--- src/sv/mmm_pkg.sv ---
// Shared types and constants for the multichannel moving median unit.
package mmm_pkg;

    localparam int SAMPLE_W = 32;
    localparam int FIELD_W  = 8;

    typedef enum logic [3:0] {
        ST_CLEAR,
        ST_IDLE,
        ST_CHECK_IN,
        ST_CUR_UPD,
        ST_CAND_RD,
        ST_CAND_LD,
        ST_SWEEP,
        ST_TALLY,
        ST_PICK,
        ST_DONE
    } mmm_state_t;

    typedef struct packed {
        logic load;
        logic cmp_en;
    } mmm_rank_ctl_t;

endpackage

--- src/sv/mmm_rank.sv ---
// Shared rank unit: one signed compare per cycle against the held candidate.
module mmm_rank #(
    parameter int IDX_W = 6
) (
    input  logic                                   aclk,
    input  mmm_pkg::mmm_rank_ctl_t                 ctl,
    input  logic signed [mmm_pkg::SAMPLE_W-1:0]    data,
    input  logic [IDX_W-1:0]                       data_idx,
    input  logic [IDX_W-1:0]                       load_idx,
    output logic signed [mmm_pkg::SAMPLE_W-1:0]    cand,
    output logic [IDX_W-1:0]                       count
);

    logic signed [mmm_pkg::SAMPLE_W-1:0] cand_reg, cand_next;
    logic [IDX_W-1:0]                    cand_idx_reg, cand_idx_next;
    logic [IDX_W-1:0]                    count_reg, count_next;
    logic                                ranks_below;

    // equal samples are ordered by ring position, so every rank is unique
    assign ranks_below = (data < cand_reg) ||
                         ((data == cand_reg) && (data_idx < cand_idx_reg));

    always_comb begin
        cand_next     = cand_reg;
        cand_idx_next = cand_idx_reg;
        count_next    = count_reg;
        if (ctl.load) begin
            cand_next     = data;
            cand_idx_next = load_idx;
            count_next    = '0;
        end else if (ctl.cmp_en && ranks_below) begin
            count_next = count_reg + IDX_W'(1);
        end
    end

    always_ff @(posedge aclk) begin
        cand_reg     <= cand_next;
        cand_idx_reg <= cand_idx_next;
        count_reg    <= count_next;
    end

    assign cand  = cand_reg;
    assign count = count_reg;

endmodule
--- config.mk ---
export PLATFORM = sky130hd
export DESIGN_NAME = mmm_rank
export DESIGN_NICKNAME = d
export VERILOG_FILES = /design/src/sv/mmm_pkg.sv /design/src/sv/mmm_rank.sv
export SDC_FILE = /design/constraint.sdc
export NUM_CORES = 1
export LEC_CHECK = 0
export BUFFER_PORTS_ARGS = -buffer_cell sky130_fd_sc_hd__buf_4
export CAP_MARGIN = 20
export CORE_MARGIN = 2
export CORE_UTILIZATION = 50
export CTS_CLUSTER_DIAMETER = 50
export DETAILED_ROUTE_END_ITERATION = 8
export PLACE_DENSITY = 0.8
export SLEW_MARGIN = 40
export SYNTH_ARGS = -nofsm -noshare
export SYNTH_HDL_FRONTEND = slang
export SYNTH_SLANG_ARGS = --single-unit
--- constraint.sdc ---
create_clock -name aclk -period 2.7 [get_ports aclk]
set_input_delay 0.405 -clock aclk [delete_from_list [all_inputs] [get_ports aclk]]
set_output_delay 0.405 -clock aclk [all_outputs]
set_load 0.1 [all_outputs]
**Word-level counts from Yosys, hierarchy flattened**

Cells that the tools add are included.

- Add/sub/neg operators: 1
- Order comparisons: 2
- Reduce and logical (&&, ||, !) cells: 3
- Eq/ne operators: 1

Operator list:

| cell | count |
|---|---|
| $eq A32 B32 Y1 | 1 |
| $lt A32 B32 Y1 | 1 |
| $add A6 B1 Y6 const B | 1 |
| $lt A6 B6 Y1 | 1 |
| $logic_and A1 B1 Y1 | 2 |
| $logic_or A1 B1 Y1 | 1 |

- Output and inout bits: 38
- Logic and storage cells: 10
- Input port bits: 47
- Bits in registers: 44

**Longest topological paths before layout**

- Depth in word-level cells: 4
- Gate-level depth with buffers: 9
- Mapped depth without buffers: 9

**Worst setup path before layout**

Ideal clock, no wire load.

- Path type: register -> register
- Start point: reg cand_reg, in the netlist cand[5]
- End point: reg count_reg[3] (netlist: count[3])
- Required time: 2577 ps
- Period minus slack after synthesis: 2871 ps
- Setup time: 123 ps
- Stages on the path, launching flop included: 10
- Path buffers: 0
- Path slack: -171 ps
- Data arrival time: 2747 ps
- Cells stage by stage: edfxtp_1 inv_1 ha_1 a21oi_2 o21ai_1 a221oi_2 o211ai_2 a211o_4 a21oi_2 mux2_1

- Cells in the longest elaborated chain, start to end: 4
- Elaborated cells between the ends (all ways): 5
- Classes of those cells: order compare: 1; eq/ne: 1; reduce/logical: 3

Ends and longest elaborated chain:

| item | RTL line | source |
|---|---|---|
| start, declared | mmm_rank.sv:14 | `logic signed [mmm_pkg::SAMPLE_W-1:0] cand_reg, cand_next;` |
| start signal, assigned | mmm_rank.sv:37 | `cand_reg <= cand_next;` |
| parallel branches: the longest is 2 deep, another holds $lt A32 B32 Y1 | - |  |
| $logic_or A1 B1 Y1 (*) | mmm_rank.sv:20 | `assign ranks_below = (data < cand_reg) \|\|` |
| $logic_and A1 B1 Y1 (*) | mmm_rank.sv:31 | `end else if (ctl.cmp_en && ranks_below) begin` |
| end signal, assigned | mmm_rank.sv:39 | `count_reg <= count_next;` |
| end, declared | mmm_rank.sv:16 | `logic [IDX_W-1:0] count_reg, count_next;` |

Every way passes the cells marked *.
A chain may end at the register's enable or synchronous reset.

**Worst setup path after layout**

- Start point: reg cand_reg, in the netlist cand[7]
- End point: reg count_reg[4] (netlist: count[4])

Same word-level chain as after synthesis.

==> flow_summary.yaml <==
run_status:
  status: "complete, no violations"
drt:
  drt_wl_total_um: 4910
  vias_per_cell: 5.06
  drt_iter0_drc: 80
  vias: 1842
  ant_nets: 0
  drc: 0
  wire_per_inst_um: 13.5
  drt_pass1_iterations: 4
cts:
  cts_max_level: 2
  cts_sinks: 44
  cts_hold_buffers: 0
  postCtsSetupBuffers: 0
  cts_tree: "done"
  clk_path_buf_depth: 2
  cts_made_buffers: 5
  insertion_delay_ps: 290
  ctsResizeCount: 0
  cts-root-buf: "clkbuf_8"
  clk_pin_slew_ps: 80
layout:
  utilization: 0.700
  fin_area_um2: 3310
  layout-drive-gt1-share: 0.374
  stdcell_count: 364
  diodes: 0
  largest_reg_flops: 32
  area_delta_synth_final_pct: 34.6
  fin_nets: 381
timing:
  max_freq_mhz: 433
  fin_skew_ps: 5.48
  hold_viol_final: 0
  final_max_slew_viol_count: 0
  finalSetupViolCount: 0
  fin_crit_sh: 0.854
  tightest_slew_ps: 582
  grt_setup_unrepaired: "no"
  min_period_ps: 2310
  max_slew_margin: 0.612
yosys:
  avgSynthCellArea_um2: 11.9
  ys_seq_area_frac: 0.513
  yosys.area.top_type: "edfxtp_1"
  synth_edf_count: 38
  synth_cell_types: 37
  syn_nets: 291
  synth.top_cell.area_share: 0.465
  synthCells: 206
  synthFlopType: "edfxtp_1"
  yosysWarnings: 0
  syn-cell-area_um2: 2460
  ys_top_cells_by_count: "edfxtp_1, ha_1, inv_1"
  synthArstFlopShare: 0
  ys_ff_latch: 44
  synth_area_leaders: "edfxtp_1, ha_1, inv_1, dfxtp_1, mux2_1"
floorplan:
  row_count: 25
  die_y_um: 74.1
  dieWidth_um: 74.1
  core_area_um2: 4720
  ioPinCount: 85
  die-area_um2: 5490
  initial_core_util: 0.520
setup_path:
  critPathKind: "flip-flop to flip-flop"
  cp.arrival_ps: 2480
  critPathMaxStageDelay_ps: 400
  cp_cell_sequence: "inv_2 -> ha_4 -> a21oi_2 -> o21ai_1 -> a221oi_2 -> o211ai_2 -> a211o_4 -> a21oi_2 -> mux2_1"
  end_kind: "flip-flop"
  crit_required_ps: 2870
  path_delay_family: "compound AO/OA/AOI/OAI gates"
  rr_worst_depth: 9
  critPathSlowestCell: "edfxtp_1"
  crit_buf_inv: 1
  crit_top_cell: "a21oi_2"
  setup.worst_path.start_class: "flip-flop"
  worstPathMaxFanout: 5
  cp.depth: 9
global_routing:
  antenna_found_initial: 0
  grt_max_degree: 49
  grt_pass1_wl_um: 8070
  grt_pass1_vias: 1896
  grt.total_usage: 0.193
  grt.overflow.total: 0
hold_path:
  hold_depth: 1
  worst_hold_path_type: "input pin to flip-flop"
pwr:
  power_density_nw_per_um2: 552
  ir_worst_vdd_v: 0.000410
  p_leak_uw: 0.00153
job:
  cap_violations: 0
placed_design:
  io_buffers: 84
  gp_congestion: 0.706
  dpl_cell_area_um2: 3230
  dp_hpwl_um: 3890
  dpl.cell_count: 356
## stage by stage
step           TNS, ps  power (uW)  setup WS (ps)  hold slack [ps]
2_1_floorplan     -235        1280          -72.5              504
3_3_place_gp         0        1440            253              513
3_5_place_dp         0        1450            263              516
4_1_cts              0        1840            361              279
5_1_grt              0        1910            208              275
6_report             0        1820            393              289
## cells in the final DEF, fill, tap and decap left out, types with 6 or more instances in the layout
cell,n
ha_1,33
nand2_1,6
a21oi_1,8
buf_4,84
dfxtp_1,6
edfxtp_1,38
nand3_1,8
nor2_1,7
inv_1,33
## logic make-up (layout without fill, tap and decap cells)
kind of cell	after synthesis	in the layout	synth area share
AOI/OAI and AO/OA	37	37	0.114
DFF	44	44	0.513
adders and majority gates	38	38	0.194
and+or+nand+nor	44	44	0.0999
muxes	4	4	0.0183
buffers and inverters	39	130	0.0611
## worst register-to-register path: stages (launching register included)
cell,delay [ps]
edfxtp_1,400
inv_2,80
ha_4,190
a21oi_2,130
o21ai_1,90
a221oi_2,320
o211ai_2,140
a211o_4,380
a21oi_2,140
mux2_1,320
## power by group
part	switching [uW]	internal, uW	leakage [uW]
Sequential	26.3	793	0.000420
Clock	204	184	0.0000395
Combinational	438	178	0.00107
## worst paths after layout
kind,from,to,slack (ps)
hold / removal,load_idx[4],cand_idx_reg[4],290
hold reg to reg,count[1],count[1],520
setup / recovery,cand[7],count[4],390
setup reg to reg,cand[7],count[4],390
## layer usage
metal,up-vias,share of wire,track usage
met5,-,0,0
met1,848,0.40,0.216
met2,61,0.51,0.360
met4,0,0.0096,0.0505
li1,929,-,-
met3,4,0.081,0.0556
## cell type report
cell class | count | area (um^2)
timing repair buffer | 84 | 631
tap | 67 | 83.8
fill | 380 | 1420
inverter | 38 | 143
clock buffer | 8 | 80.1
multi-input combinational | 123 | 1110
sequential | 44 | 1260
No activity file was read; power rests on OpenSTA's default activity.
